--- src/mre_pkg.sv ---
`timescale 1ns / 1ps
`default_nettype none
// ----------------------------------------------------------------------------
// mre_pkg
// Shared types and constants for the mouse report event generator.
// ----------------------------------------------------------------------------
package mre_pkg;

  typedef enum logic [2:0] {
    EV_WHEEL   = 3'd0,
    EV_LDOWN   = 3'd1,
    EV_LUP     = 3'd2,
    EV_LDOUBLE = 3'd3,
    EV_RDOWN   = 3'd4,
    EV_RUP     = 3'd5,
    EV_RDOUBLE = 3'd6,
    EV_MOVE    = 3'd7
  } event_kind_e;

  localparam logic [1:0] CFG_SCREEN_W = 2'd0;
  localparam logic [1:0] CFG_SCREEN_H = 2'd1;
  localparam logic [1:0] CFG_DCLICK   = 2'd2;

  localparam logic [15:0] SCREEN_W_RST = 16'd1920;
  localparam logic [15:0] SCREEN_H_RST = 16'd1080;
  localparam logic [15:0] DCLICK_RST   = 16'd500;

  localparam int unsigned PRESS_BIT = 7;

  // event slots in output order
  localparam int unsigned NSLOTS    = 6;
  localparam int unsigned SL_WHEEL  = 0;
  localparam int unsigned SL_LDOWN  = 1;
  localparam int unsigned SL_LUP    = 2;
  localparam int unsigned SL_RDOWN  = 3;
  localparam int unsigned SL_RUP    = 4;
  localparam int unsigned SL_MOVE   = 5;

  typedef struct packed {
    logic [NSLOTS-1:0]  slots;
    logic               l_dbl;
    logic               r_dbl;
    logic [15:0]        pre_x;
    logic [15:0]        pre_y;
    logic [15:0]        post_x;
    logic [15:0]        post_y;
    logic signed [15:0] wheel;
  } evt_desc_t;

endpackage
`default_nettype wire

--- src/mre_front.sv ---
`timescale 1ns / 1ps
`default_nettype none
// ----------------------------------------------------------------------------
// mre_front
// Accepts reports, updates cursor and button state, builds event descriptors.
// ----------------------------------------------------------------------------
module mre_front
  import mre_pkg::*;
(
  input  wire logic               clk_i,
  input  wire logic               rst_ni,
  input  wire logic               cfg_we_i,
  input  wire logic [1:0]         cfg_idx_i,
  input  wire logic [15:0]        cfg_data_i,
  input  wire logic               in_valid_i,
  input  wire logic signed [15:0] move_dx_i,
  input  wire logic signed [15:0] move_dy_i,
  input  wire logic signed [15:0] wheel_dz_i,
  input  wire logic [7:0]         left_buttons_i,
  input  wire logic [7:0]         right_buttons_i,
  input  wire logic [31:0]        now_ms_i,
  input  wire logic               q_full_i,
  output logic                    push_o,
  output evt_desc_t               desc_o
);

  logic [15:0] width_q, width_d, height_q, height_d, dclick_q, dclick_d;
  logic [15:0] cur_x_q, cur_x_d, cur_y_q, cur_y_d;
  logic [7:0]  prev_l_q, prev_l_d, prev_r_q, prev_r_d;
  logic [31:0] rel_l_q, rel_l_d, rel_r_q, rel_r_d;

  logic        accept;
  logic        l_chg, r_chg, l_down, l_up, r_down, r_up, moved;
  logic [31:0] l_gap, r_gap;
  logic [15:0] new_x, new_y;

  function automatic logic [15:0] clamp_axis(input logic [15:0] pos,
                                             input logic signed [15:0] d,
                                             input logic [15:0] lim);
    logic signed [17:0] sum;
    sum = $signed({2'b00, pos}) + 18'(d);
    if (sum < 0) begin
      return 16'd0;
    end else if (sum[16:0] > {1'b0, lim}) begin
      return lim;
    end else begin
      return sum[15:0];
    end
  endfunction

  assign accept = in_valid_i && !q_full_i;

  always_comb begin
    l_chg  = left_buttons_i != prev_l_q;
    r_chg  = right_buttons_i != prev_r_q;
    l_down = l_chg && left_buttons_i[PRESS_BIT];
    l_up   = l_chg && prev_l_q[PRESS_BIT];
    r_down = r_chg && right_buttons_i[PRESS_BIT];
    r_up   = r_chg && prev_r_q[PRESS_BIT];
    l_gap  = now_ms_i - rel_l_q;
    r_gap  = now_ms_i - rel_r_q;
    moved  = (move_dx_i != 16'sd0) || (move_dy_i != 16'sd0);
    new_x  = clamp_axis(cur_x_q, move_dx_i, width_q);
    new_y  = clamp_axis(cur_y_q, move_dy_i, height_q);

    desc_o.slots           = '0;
    desc_o.slots[SL_WHEEL] = wheel_dz_i != 16'sd0;
    desc_o.slots[SL_LDOWN] = l_down;
    desc_o.slots[SL_LUP]   = l_up;
    desc_o.slots[SL_RDOWN] = r_down;
    desc_o.slots[SL_RUP]   = r_up;
    desc_o.slots[SL_MOVE]  = moved;
    desc_o.l_dbl  = l_gap < {16'd0, dclick_q};
    desc_o.r_dbl  = r_gap < {16'd0, dclick_q};
    desc_o.pre_x  = cur_x_q;
    desc_o.pre_y  = cur_y_q;
    desc_o.post_x = new_x;
    desc_o.post_y = new_y;
    desc_o.wheel  = wheel_dz_i;

    push_o = accept && (desc_o.slots != '0);
  end

  always_comb begin
    width_d  = width_q;
    height_d = height_q;
    dclick_d = dclick_q;
    cur_x_d  = cur_x_q;
    cur_y_d  = cur_y_q;
    prev_l_d = prev_l_q;
    prev_r_d = prev_r_q;
    rel_l_d  = rel_l_q;
    rel_r_d  = rel_r_q;
    if (cfg_we_i) begin
      unique case (cfg_idx_i)
        CFG_SCREEN_W: begin
          width_d = cfg_data_i;
          cur_x_d = cfg_data_i >> 1;
          cur_y_d = height_q >> 1;
        end
        CFG_SCREEN_H: begin
          height_d = cfg_data_i;
          cur_x_d  = width_q >> 1;
          cur_y_d  = cfg_data_i >> 1;
        end
        CFG_DCLICK: dclick_d = cfg_data_i;
        default: ;
      endcase
    end else if (accept) begin
      prev_l_d = left_buttons_i;
      prev_r_d = right_buttons_i;
      if (l_up) begin
        rel_l_d = now_ms_i;
      end
      if (r_up) begin
        rel_r_d = now_ms_i;
      end
      if (moved) begin
        cur_x_d = new_x;
        cur_y_d = new_y;
      end
    end
  end

  always_ff @(posedge clk_i or negedge rst_ni) begin
    if (!rst_ni) begin
      width_q  <= SCREEN_W_RST;
      height_q <= SCREEN_H_RST;
      dclick_q <= DCLICK_RST;
      cur_x_q  <= SCREEN_W_RST >> 1;
      cur_y_q  <= SCREEN_H_RST >> 1;
      prev_l_q <= '0;
      prev_r_q <= '0;
      rel_l_q  <= '0;
      rel_r_q  <= '0;
    end else begin
      width_q  <= width_d;
      height_q <= height_d;
      dclick_q <= dclick_d;
      cur_x_q  <= cur_x_d;
      cur_y_q  <= cur_y_d;
      prev_l_q <= prev_l_d;
      prev_r_q <= prev_r_d;
      rel_l_q  <= rel_l_d;
      rel_r_q  <= rel_r_d;
    end
  end

endmodule
`default_nettype wire

--- src/mre_fifo.sv ---
`timescale 1ns / 1ps
`default_nettype none
// ----------------------------------------------------------------------------
// mre_fifo
// Small register queue of event descriptors between front and back.
// ----------------------------------------------------------------------------
module mre_fifo
  import mre_pkg::*;
#(
  parameter int unsigned DEPTH = 2
) (
  input  wire logic      clk_i,
  input  wire logic      rst_ni,
  input  wire logic      push_i,
  input  wire evt_desc_t push_data_i,
  input  wire logic      pop_i,
  output evt_desc_t      pop_data_o,
  output logic           full_o,
  output logic           empty_o
);

  localparam int unsigned PtrW = (DEPTH > 1) ? $clog2(DEPTH) : 1;
  localparam int unsigned CntW = $clog2(DEPTH + 1);

  evt_desc_t     mem_q [DEPTH];
  logic [PtrW-1:0] wr_q, wr_d, rd_q, rd_d;
  logic [CntW-1:0] cnt_q, cnt_d;
  logic            do_push, do_pop;

  assign full_o     = cnt_q == CntW'(DEPTH);
  assign empty_o    = cnt_q == '0;
  assign pop_data_o = mem_q[rd_q];
  assign do_push    = push_i && !full_o;
  assign do_pop     = pop_i && !empty_o;

  always_comb begin
    wr_d  = wr_q;
    rd_d  = rd_q;
    cnt_d = cnt_q;
    if (do_push) begin
      wr_d = (wr_q == PtrW'(DEPTH - 1)) ? '0 : wr_q + 1'b1;
    end
    if (do_pop) begin
      rd_d = (rd_q == PtrW'(DEPTH - 1)) ? '0 : rd_q + 1'b1;
    end
    if (do_push && !do_pop) begin
      cnt_d = cnt_q + 1'b1;
    end else if (do_pop && !do_push) begin
      cnt_d = cnt_q - 1'b1;
    end
  end

  always_ff @(posedge clk_i or negedge rst_ni) begin
    if (!rst_ni) begin
      wr_q  <= '0;
      rd_q  <= '0;
      cnt_q <= '0;
    end else begin
      wr_q  <= wr_d;
      rd_q  <= rd_d;
      cnt_q <= cnt_d;
    end
  end

  always_ff @(posedge clk_i) begin
    if (do_push) begin
      mem_q[wr_q] <= push_data_i;
    end
  end

endmodule
`default_nettype wire

--- src/mre_back.sv ---
`timescale 1ns / 1ps
`default_nettype none
// ----------------------------------------------------------------------------
// mre_back
// Drains one descriptor as a sequence of events, one per transfer.
// ----------------------------------------------------------------------------
module mre_back
  import mre_pkg::*;
(
  input  wire logic               clk_i,
  input  wire logic               rst_ni,
  input  wire evt_desc_t          q_data_i,
  input  wire logic               q_empty_i,
  output logic                    q_pop_o,
  output logic                    out_valid_o,
  input  wire logic               out_stall_i,
  output logic [2:0]              event_kind_o,
  output logic [15:0]             pos_x_o,
  output logic [15:0]             pos_y_o,
  output logic signed [15:0]      wheel_delta_o,
  output logic                    last_event_o
);

  evt_desc_t         desc_q, desc_d;
  logic [NSLOTS-1:0] mask_q, mask_d, sel, rest;
  logic              advance;
  event_kind_e       kind;

  assign sel         = mask_q & (~mask_q + 1'b1);
  assign rest        = mask_q & ~sel;
  assign out_valid_o = mask_q != '0;
  assign advance     = out_valid_o && !out_stall_i;

  always_comb begin
    kind          = EV_MOVE;
    pos_x_o       = desc_q.pre_x;
    pos_y_o       = desc_q.pre_y;
    wheel_delta_o = 16'sd0;
    if (sel[SL_WHEEL]) begin
      kind          = EV_WHEEL;
      wheel_delta_o = desc_q.wheel;
    end else if (sel[SL_LDOWN]) begin
      kind = EV_LDOWN;
    end else if (sel[SL_LUP]) begin
      kind = desc_q.l_dbl ? EV_LDOUBLE : EV_LUP;
    end else if (sel[SL_RDOWN]) begin
      kind = EV_RDOWN;
    end else if (sel[SL_RUP]) begin
      kind = desc_q.r_dbl ? EV_RDOUBLE : EV_RUP;
    end else begin
      pos_x_o = desc_q.post_x;
      pos_y_o = desc_q.post_y;
    end
    event_kind_o = kind;
    last_event_o = rest == '0;
  end

  always_comb begin
    desc_d  = desc_q;
    mask_d  = mask_q;
    q_pop_o = 1'b0;
    if (!out_valid_o || (advance && rest == '0)) begin
      mask_d = '0;
      if (!q_empty_i) begin
        q_pop_o = 1'b1;
        desc_d  = q_data_i;
        mask_d  = q_data_i.slots;
      end
    end else if (advance) begin
      mask_d = rest;
    end
  end

  always_ff @(posedge clk_i or negedge rst_ni) begin
    if (!rst_ni) begin
      mask_q <= '0;
    end else begin
      mask_q <= mask_d;
    end
  end

  always_ff @(posedge clk_i) begin
    desc_q <= desc_d;
  end

endmodule
`default_nettype wire

--- src/mouse_report_event_generator.sv ---
`timescale 1ns / 1ps
`default_nettype none
// ----------------------------------------------------------------------------
// mouse_report_event_generator
// Turns relative mouse reports into wheel, button and move events.
//
// Input channel: one report per transfer (in_valid_i high, in_stall_o low).
// Output channel: one event per transfer (out_valid_o high, out_stall_i
// low); last_event_o marks the final event of a report. A report with no
// activity produces no event.
// The front stage updates cursor and button state at the input transfer and
// queues a descriptor; the back stage emits its events one per cycle while
// out_stall_i is low. With the block idle, a report's descriptor is written
// into the queue at its transfer and then loaded into the back stage's
// registers, from which its first event is offered. A report produces one
// to six events; reports are accepted every cycle while the queue has room,
// QUEUE_DEPTH descriptors deep.
// When the receiver stalls, the current event holds and the queue fills;
// once full, in_stall_o rises.
// Reset: screen 1920 x 1080, cursor centered, window 500 ms, buttons
// released, release times zero, queue empty. The user must make configuration
// writes only while no report is in flight; the block has no check for it.
// ----------------------------------------------------------------------------
module mouse_report_event_generator
  import mre_pkg::*;
#(
  parameter int unsigned QUEUE_DEPTH = 2
) (
  input  wire logic               clk_i,
  input  wire logic               rst_ni,
  input  wire logic               cfg_we_i,
  input  wire logic [1:0]         cfg_idx_i,
  input  wire logic [15:0]        cfg_data_i,
  input  wire logic               in_valid_i,
  output logic                    in_stall_o,
  input  wire logic signed [15:0] move_dx_i,
  input  wire logic signed [15:0] move_dy_i,
  input  wire logic signed [15:0] wheel_dz_i,
  input  wire logic [7:0]         left_buttons_i,
  input  wire logic [7:0]         right_buttons_i,
  input  wire logic [31:0]        now_ms_i,
  output logic                    out_valid_o,
  input  wire logic               out_stall_i,
  output logic [2:0]              event_kind_o,
  output logic [15:0]             pos_x_o,
  output logic [15:0]             pos_y_o,
  output logic signed [15:0]      wheel_delta_o,
  output logic                    last_event_o
);

  evt_desc_t push_data, pop_data;
  logic      push, pop, q_full, q_empty;

  assign in_stall_o = q_full;

  mre_front u_front (
    .clk_i           (clk_i),
    .rst_ni          (rst_ni),
    .cfg_we_i        (cfg_we_i),
    .cfg_idx_i       (cfg_idx_i),
    .cfg_data_i      (cfg_data_i),
    .in_valid_i      (in_valid_i),
    .move_dx_i       (move_dx_i),
    .move_dy_i       (move_dy_i),
    .wheel_dz_i      (wheel_dz_i),
    .left_buttons_i  (left_buttons_i),
    .right_buttons_i (right_buttons_i),
    .now_ms_i        (now_ms_i),
    .q_full_i        (q_full),
    .push_o          (push),
    .desc_o          (push_data)
  );

  mre_fifo #(
    .DEPTH (QUEUE_DEPTH)
  ) u_fifo (
    .clk_i       (clk_i),
    .rst_ni      (rst_ni),
    .push_i      (push),
    .push_data_i (push_data),
    .pop_i       (pop),
    .pop_data_o  (pop_data),
    .full_o      (q_full),
    .empty_o     (q_empty)
  );

  mre_back u_back (
    .clk_i         (clk_i),
    .rst_ni        (rst_ni),
    .q_data_i      (pop_data),
    .q_empty_i     (q_empty),
    .q_pop_o       (pop),
    .out_valid_o   (out_valid_o),
    .out_stall_i   (out_stall_i),
    .event_kind_o  (event_kind_o),
    .pos_x_o       (pos_x_o),
    .pos_y_o       (pos_y_o),
    .wheel_delta_o (wheel_delta_o),
    .last_event_o  (last_event_o)
  );

endmodule
`default_nettype wire

--- config.mk ---
export PLATFORM = sky130hd
export DESIGN_NAME = mouse_report_event_generator
export DESIGN_NICKNAME = d
export VERILOG_FILES = /design/src/mre_pkg.sv /design/src/mre_front.sv /design/src/mre_fifo.sv /design/src/mre_back.sv /design/src/mouse_report_event_generator.sv
export SDC_FILE = /design/constraint.sdc
export NUM_CORES = 1
export LEC_CHECK = 0
export BUFFER_PORTS_ARGS = -buffer_cell sky130_fd_sc_hd__buf_2
export CORE_UTILIZATION = 30
export CTS_BUF_LIST = sky130_fd_sc_hd__clkbuf_8
export DETAILED_ROUTE_END_ITERATION = 10
export PLACE_DENSITY = 0.44
export SLEW_MARGIN = 25
export SYNTH_ARGS = -nofsm -noshare
export SYNTH_HDL_FRONTEND = slang
export SYNTH_SLANG_ARGS = --single-unit
--- constraint.sdc ---
create_clock -name clk_i -period 9.1 [get_ports clk_i]
set_clock_uncertainty 0.05 [all_clocks]
set_input_delay 0.455 -clock clk_i [delete_from_list [all_inputs] [get_ports clk_i]]
set_output_delay 0.455 -clock clk_i [all_outputs]
set_load 0.01 [all_outputs]
==> results of run 1 <==
routing by layer:
metal  part of all wire, %  vias up  GRT usage, %
li1                      -     8101             -
met1                    47     8135          22.4
met2                    46      344          26.5
met3                   3.9      105          2.59
met4                   2.3        0          4.88
met5                     0        -             0
metrics by stage:
step | area (sq um) | util [%] | worst slack (ps)
3_5_place_dp | 25800 | 33.1 | 3460
2_1_floorplan | 23700 | - | 3370
5_1_grt | 27800 | 35.8 | 3310
4_1_cts | 27800 | 35.8 | 3790
3_3_place_gp | 25800 | 33.1 | 3540
6_report | 27800 | 35.8 | 3850
registers in the layout, indices dropped and copies added, names as in the netlist:
signal and flops:
u_fifo.mem_q 176, u_back.desc_q 82, u_front.rel_l_q 32, u_front.rel_r_q 32, u_front.cur_x_q 16, u_front.cur_y_q 16
u_front.dclick_q 16, u_front.height_q 16, u_front.width_q 16, u_front.prev_l_q 8, u_front.prev_r_q 8, u_back.mask_q 6
u_fifo.cnt_q 2, u_fifo.rd_q 1, u_fifo.wr_q 1
synth_stat cells (all sizes together), types with 20 or more instances:
library cell / n / share of area, %
dfstp: 22 / 2.4
inv: 149 / 2.4
nor2: 121 / 1.9
and2: 31 / 0.83
nor4: 22 / 0.61
o21a: 22 / 0.70
o21ai: 116 / 2.4
xnor2: 49 / 1.8
nand2: 107 / 1.7
mux2i: 43 / 1.8
ha: 159 / 8.4
nor3: 20 / 0.42
edfxtp: 258 / 33
mux2: 213 / 10
a21o: 37 / 1.2
a21oi: 119 / 2.5
dfrtp: 148 / 16
nand4: 27 / 0.71
nand3: 21 / 0.44
clkbuf: 56 / 0.89
xor2: 38 / 1.4
power by group through the flow:
stage               registers (mW)  logic [mW]  clock network (mW)
CTS                           3.42        4.92                1.93
finish                        3.41        4.88                1.84
global placement              3.42        4.85                   0
global route                  3.51        5.43                2.02
detailed placement            3.46        4.88                   0
floorplan                     3.31        3.57                   0
worst paths after layout:
check	startpoint	endpoint	cells past startpoint
setup / recovery	u_front.cur_x_q[0]	u_fifo.mem_q[1][41]	20
hold / removal	cfg_data_i[5]	u_front.height_q[5]	3
setup reg to reg	u_front.cur_x_q[0]	u_fifo.mem_q[1][41]	20
hold reg to reg	u_front.rel_r_q[0]	u_front.rel_r_q[0]	2
max in group asynchronous	rst_ni	u_front.cur_y_q[0]	4
min in group asynchronous	rst_ni	u_front.rel_r_q[30]	2
cell usage in the layout, fill, tap and decap left out, types with 21 or more instances in the layout:
cell,instances
xnor2_1,49
dfstp_2,22
dfrtp_1,147
inv_1,183
dlygate4sd3_1,49
nor2_1,119
clkbuf_8,84
nand2_1,107
nand4_1,27
buf_2,171
mux2i_1,43
a21o_1,37
nand3_1,21
o21ai_0,109
and2_1,28
a21oi_1,118
nor4_1,21
ha_1,159
edfxtp_1,258
xor2_1,36
o21a_1,22
mux2_2,213
worst max-delay path, delay by kind of cell (launching register included):
family / cells / cell delay [ps]
fa+ha+maj: 3 / 730
compound gates: 9 / 2500
xor+xnor: 1 / 200
buf+inv: 2 / 430
flops: 1 / 440
mux: 1 / 290
simple gates: 4 / 350
kinds of logic after synthesis:
group | after synthesis
XOR/XNOR | 87
AO/OA/AOI/OAI | 453
AND/OR/NAND/NOR | 445
multiplexers | 256
buffers and inverters | 219
adder cells (fa/ha/maj) | 164
flip-flops | 428
timing repair:
action | CTS | global route
endpoints found under the setup margin | 0 | 0
hold endpoints to repair | 119 | 0
hold buffers | 49 | 0
layout make-up:
class                   count  area, sq um  share of cell area (%)
diodes                      3         7.51                  0.0270
clock buffers              84         1160                    4.15
clock inverters            66          419                    1.51
inverters                 149          561                    2.01
multi-input cells        1405        10900                    39.0
flip-flops and latches    428        12000                    43.2
well taps                1040         1300                    4.67
repair buffers            240         1500                    5.40
==> reports/results.ini, run 1 <==
[timing]
relSlewSlack_pct = 42.2
hold_ws_ps = 67.1
slew_viol_final = 0
hold_viol = 0
finalCriticalPeriod_ps = 5250
rsz0062_at_grt = no
finalSetupViolCount = 0
max_freq_mhz = 190
finalSetupTns_ps = 0
finalCritPeriodShare_pct = 57.7
tightest_slew_ps = 867

[yosys]
synthAdderAreaFrac_pct = 8.76
netlist_area_sq_mm = 0.0237
synth_enable_flop_cells = 258
synth_top_family_by_area = compound AO/OA/AOI/OAI gates
ys_seq_area_share_pct = 50.7
synth_compound_gate_area_share_pct = 12.3
synth_mux_area_share_pct = 11.9
syn_inst = 2052
async_reset_ff_share_pct = 39.7
synth-xor-area-share_pct = 3.24
syn_nets = 2334
ys_seq_elements = 428
yosys_warnings = 0
avgSynthCellArea_sq_um = 11.6
ys_types = 86
yosys.area_share.simple_pct = 9.40
synth_ff_type = edfxtp_1

[power_and_ir_drop]
sequentialPowerShare_pct = 33.7
p_sw_mw = 4.06
switching_share_pct = 40.0
p_int_mw = 6.08
ir_drop_v = 0.000159
p_comb_share_pct = 48.1
power_mw = 10.1
leakage_nw = 11.4
clkPwrFrac_pct = 18.2
p_per_area_mw_per_mm2 = 364

[run_status]
status = finished clean

[global_routing]
antenna_found_initial = 8
overflow = 0
grt_pass1_wl_mm = 102
first_global_vias = 17200
grt_max_degree = 71
gr-usage-all-layers_pct = 16.4

[worst_setup_path]
endpoint_kind = register
worst-path-max-fanout = 11
crit_type = reg -> reg
cp_slowest_cell = o31ai_1
slowest_delay_ps = 550
critPathLaunchType = register
crit_path_cell_trace = ha_1, inv_1, fa_1, nor2b_1, o31ai_1, a21oi_1, a21o_1, a31o_2, xor2_1, ha_1, a21oi_1, nor2b_1, o21ai_0, nand2b_1, a2111oi_0, o21ai_0, a31oi_2, buf_4, mux2i_1, nor2_1
reg2reg_slack_ps = 3850
cp.arrival_ps = 5590
required_ps = 9440

[floorplanning]
core_area_sq_mm = 0.0778
initial_core_util_pct = 30.5
die_y_um = 283
fp.dieW_um = 283
num_io_pins = 173
dieArea_sq_mm = 0.0803
row_count = 102

[drt]
drc = 0
drt_pass1_iterations = 7
wl_per_cell_um = 19.5
postRouteAntennaNets = 0
vias_per_cell = 4.89
routed_wl_mm = 66.6
drtIter0Drc = 824
vias = 16700

[placed_design]
port-buffer-count = 172
placed_cells = 3213
gp_congestion = 0.865
hpwlAfterDp_mm = 48.1

[layout]
fill_cells = 7869
drive_gt1_share_pct = 23.8
layout.nets = 2586
area_growth_pct = 17.3
finalNonFillerCells = 3415

[clock_network]
cts_buffers = 80
post_cts_buffers = 0
clock_latency_ps = 670
htreeDepth = 3
cts_resized = 0
cts_tree = built
clock_sinks = 428
clk_pin_slew_ps = 60
cts-root-buf = clkbuf_8
ctsLongestPathBuffers = 3

[job]
drv_cap = 0

[hold_path]
hp-class = in -> reg

Power figures use the tool's default switching activity.
==> run 2: changes to the inputs <==
- ABC_AREA: unset -> 1
- PLACE_DENSITY: 0.44 -> 0.46
- clock period: 9.1 -> 4.53 ns (I/O delays scaled with it)
==> reports/results.ini, run 2 <==
[power_and_ir_drop]
ir_drop_v = 0.000308
p_per_area_mw_per_mm2 = 689
leakage_nw = 13.1

[timing]
finalCritPeriodShare_pct = 93.5
rsz0062_at_grt = no
finalSetupViolCount = 0
relSlewSlack_pct = 42.0
max_freq_mhz = 236
finalSetupTns_ps = 0
tightest_slew_ps = 870
finalCriticalPeriod_ps = 4240
hold_viol = 0
hold_ws_ps = 78.8
slew_viol_final = 0

[worst_setup_path]
cp.arrival_ps = 4610
rr_endpoint = u_fifo.mem_q[0][47]
worst_r2r_path_depth = 23
crit_type = reg -> reg
required_ps = 4910
reg2reg_from = u_front.cur_x_q[0]
critPathLaunchType = register
worst-path-max-fanout = 17
endpoint_kind = register
reg2reg_slack_ps = 290

[global_routing]
grt_pass1_wl_mm = 112
overflow = 0
first_global_vias = 19700
antenna_found_initial = 4
grt_max_degree = 88
gr-usage-all-layers_pct = 17.4

[clock_network]
ctsLongestPathBuffers = 3
cts_tree = built
cts_resized = 0
cts_buffers = 81
clk_pin_slew_ps = 60
clock_sinks = 428
hold_buffers = 95
htreeDepth = 3
clock_latency_ps = 680
post_cts_buffers = 0
cts-root-buf = clkbuf_8

[floorplanning]
num_io_pins = 173
core_area_sq_mm = 0.0809
fp.dieW_um = 289
row_count = 104
die_y_um = 289
initial_core_util_pct = 30.5
dieArea_sq_mm = 0.0834

[hold_path]
hp-class = in -> reg
holdPathStages = 5
worstHoldStart = in_valid_i
hold-path-endpoint = u_front.prev_l_q[2]

[yosys]
yosysMostFrequentCell = nand2_1
syn_inst = 2720
synth_top_area_share_pct = 31.4
ys_types = 59
ys_seq_area_share_pct = 48.8
synth_enable_flop_cells = 258
synth_area_leader_cell = edfxtp_1
synth_area_leaders = edfxtp_1 31%, dfrtp_1 15%, nand2_1 9.3%
ys_seq_elements = 428
synth_ff_type = edfxtp_1
yosys-top-cells-count = 614 x nand2_1, 315 x inv_1, 258 x edfxtp_1
yosys_warnings = 0
syn_nets = 3002
async_reset_ff_share_pct = 39.7
netlist_area_sq_mm = 0.0247
avgSynthCellArea_sq_um = 9.07

[layout]
drive_gt1_share_pct = 15.7
top_register = u_fifo.mem_q
largest_reg_flops = 176
stdcell_area_sq_mm = 0.0293
area_growth_pct = 18.9
layout_commonest_cell = nand2_1
layout.nets = 3303
reg.largest.list = u_fifo.mem_q: 176 flops, u_back.desc_q: 82 flops
layout_common_cells = 614 x nand2_1, 344 x inv_1, 258 x edfxtp_1, 226 x nor2_1, 204 x o21ai_0
fin_util_pct = 36.2

[run_status]
status = finished clean

[drt]
routed_wl_mm = 72.5
postRouteAntennaNets = 0
drt_pass1_iterations = 6
drc = 0
wl_per_cell_um = 17.5
vias = 19800
drtIter0Drc = 1113
vias_per_cell = 4.77

[job]
drv_cap = 0

[placed_design]
port-buffer-count = 172
gp_congestion = 0.952
dpl_cell_area_sq_mm = 0.0268
hpwlAfterDp_mm = 54.5

==> run 2: changes by cell type in the layout (fill, tap and decap cells not counted), moves of 46 or more <==
cell and delta:
a21oi_1 +59, dlygate4sd3_1 +46, inv_1 +161, mux2_2 -129
nand2_1 +507, nand3_1 +72, nor2_1 +107, o21ai_0 +95
==> run 2: layout make-up <==
cell class / count / area, sq um
Multi-Input combinational cell: 1900 / 11100
Antenna cell: 2 / 5.00
Clock inverter: 53 / 294
Inverter: 325 / 1220
Timing Repair Buffer: 285 / 2000
Sequential cell: 428 / 12000
Clock buffer: 95 / 1310
Fill cell: 8338 / 51600
Tap cell: 1060 / 1330
==> run 2: metrics by stage <==
| step | worst slack (ps) | instances | power (mW) |
|---|---|---|---|
| finish | 294 | 4148 | 20.2 |
| global route | 40.8 | 4148 | 22.0 |
| CTS | 336 | 4146 | 20.4 |
| detailed placement | 355 | 3903 | 16.5 |
| global placement | 387 | 3903 | 16.3 |
| floorplan | 687 | 2720 | 13.6 |
==> run 2: cells by family after synthesis <==
logic type,count (synthesis),synth area share [%]
AND/OR/NAND/NOR,1111,19.6
AO/OA/AOI/OAI,453,9.90
flip-flops,428,48.8
buffers and inverters,392,6.20
adder cells (fa/ha/maj),163,8.39
XOR/XNOR,87,3.20
multiplexers,86,3.92
==> run 2: critical path, stage by stage (launching register included) <==
cell      delay [ps]
dfrtp_1          380
ha_1             190
inv_1             70
fa_1             390
inv_1            100
nand3_1          100
nand2_2          130
nand3_2           70
nand2_2           90
a21boi_0         130
o21ai_0          250
xor2_1           290
inv_1             80
ha_1             310
a21oi_1          140
o31a_1           140
nand2_1           60
nand2_1           60
nand2_1           40
nand2_1           90
nand2_4          170
nand2_4          310
nand3_1          170
and3_1           190
==> run 2: power by group <==
part,total [mW],switching (mW),internal (mW)
Combinational,9.99,6.38,3.62
Clock,3.73,1.74,1.99
Sequential,6.48,0.678,5.80
Total,20.2,8.79,11.4
==> run 2: worst max-delay path by stage <==
stage / from / cells after the start / to / slack (ps)
finish: u_front.cur_x_q[0] / 23 / u_fifo.mem_q[0][47] / 290
global route: u_front.cur_x_q[0] / 23 / u_fifo.mem_q[1][47] / 40
CTS: u_front.cur_x_q[0] / 23 / u_fifo.mem_q[0][47] / 340
detailed placement: u_front.cur_x_q[0] / 23 / u_fifo.mem_q[1][47] / 360
global placement: u_front.cur_x_q[0] / 23 / u_fifo.mem_q[0][47] / 390
floorplan: u_front.prev_r_q[7] / 7 / u_fifo.mem_q[1][0] / 690
==> run 2: per-layer routing <==
layer / GRT usage [%] / routed length (um)
met1: 23.9 / 34000
met2: 28.0 / 33200
met3: 2.68 / 3230
met4: 5.50 / 2040
met5: 0 / 0
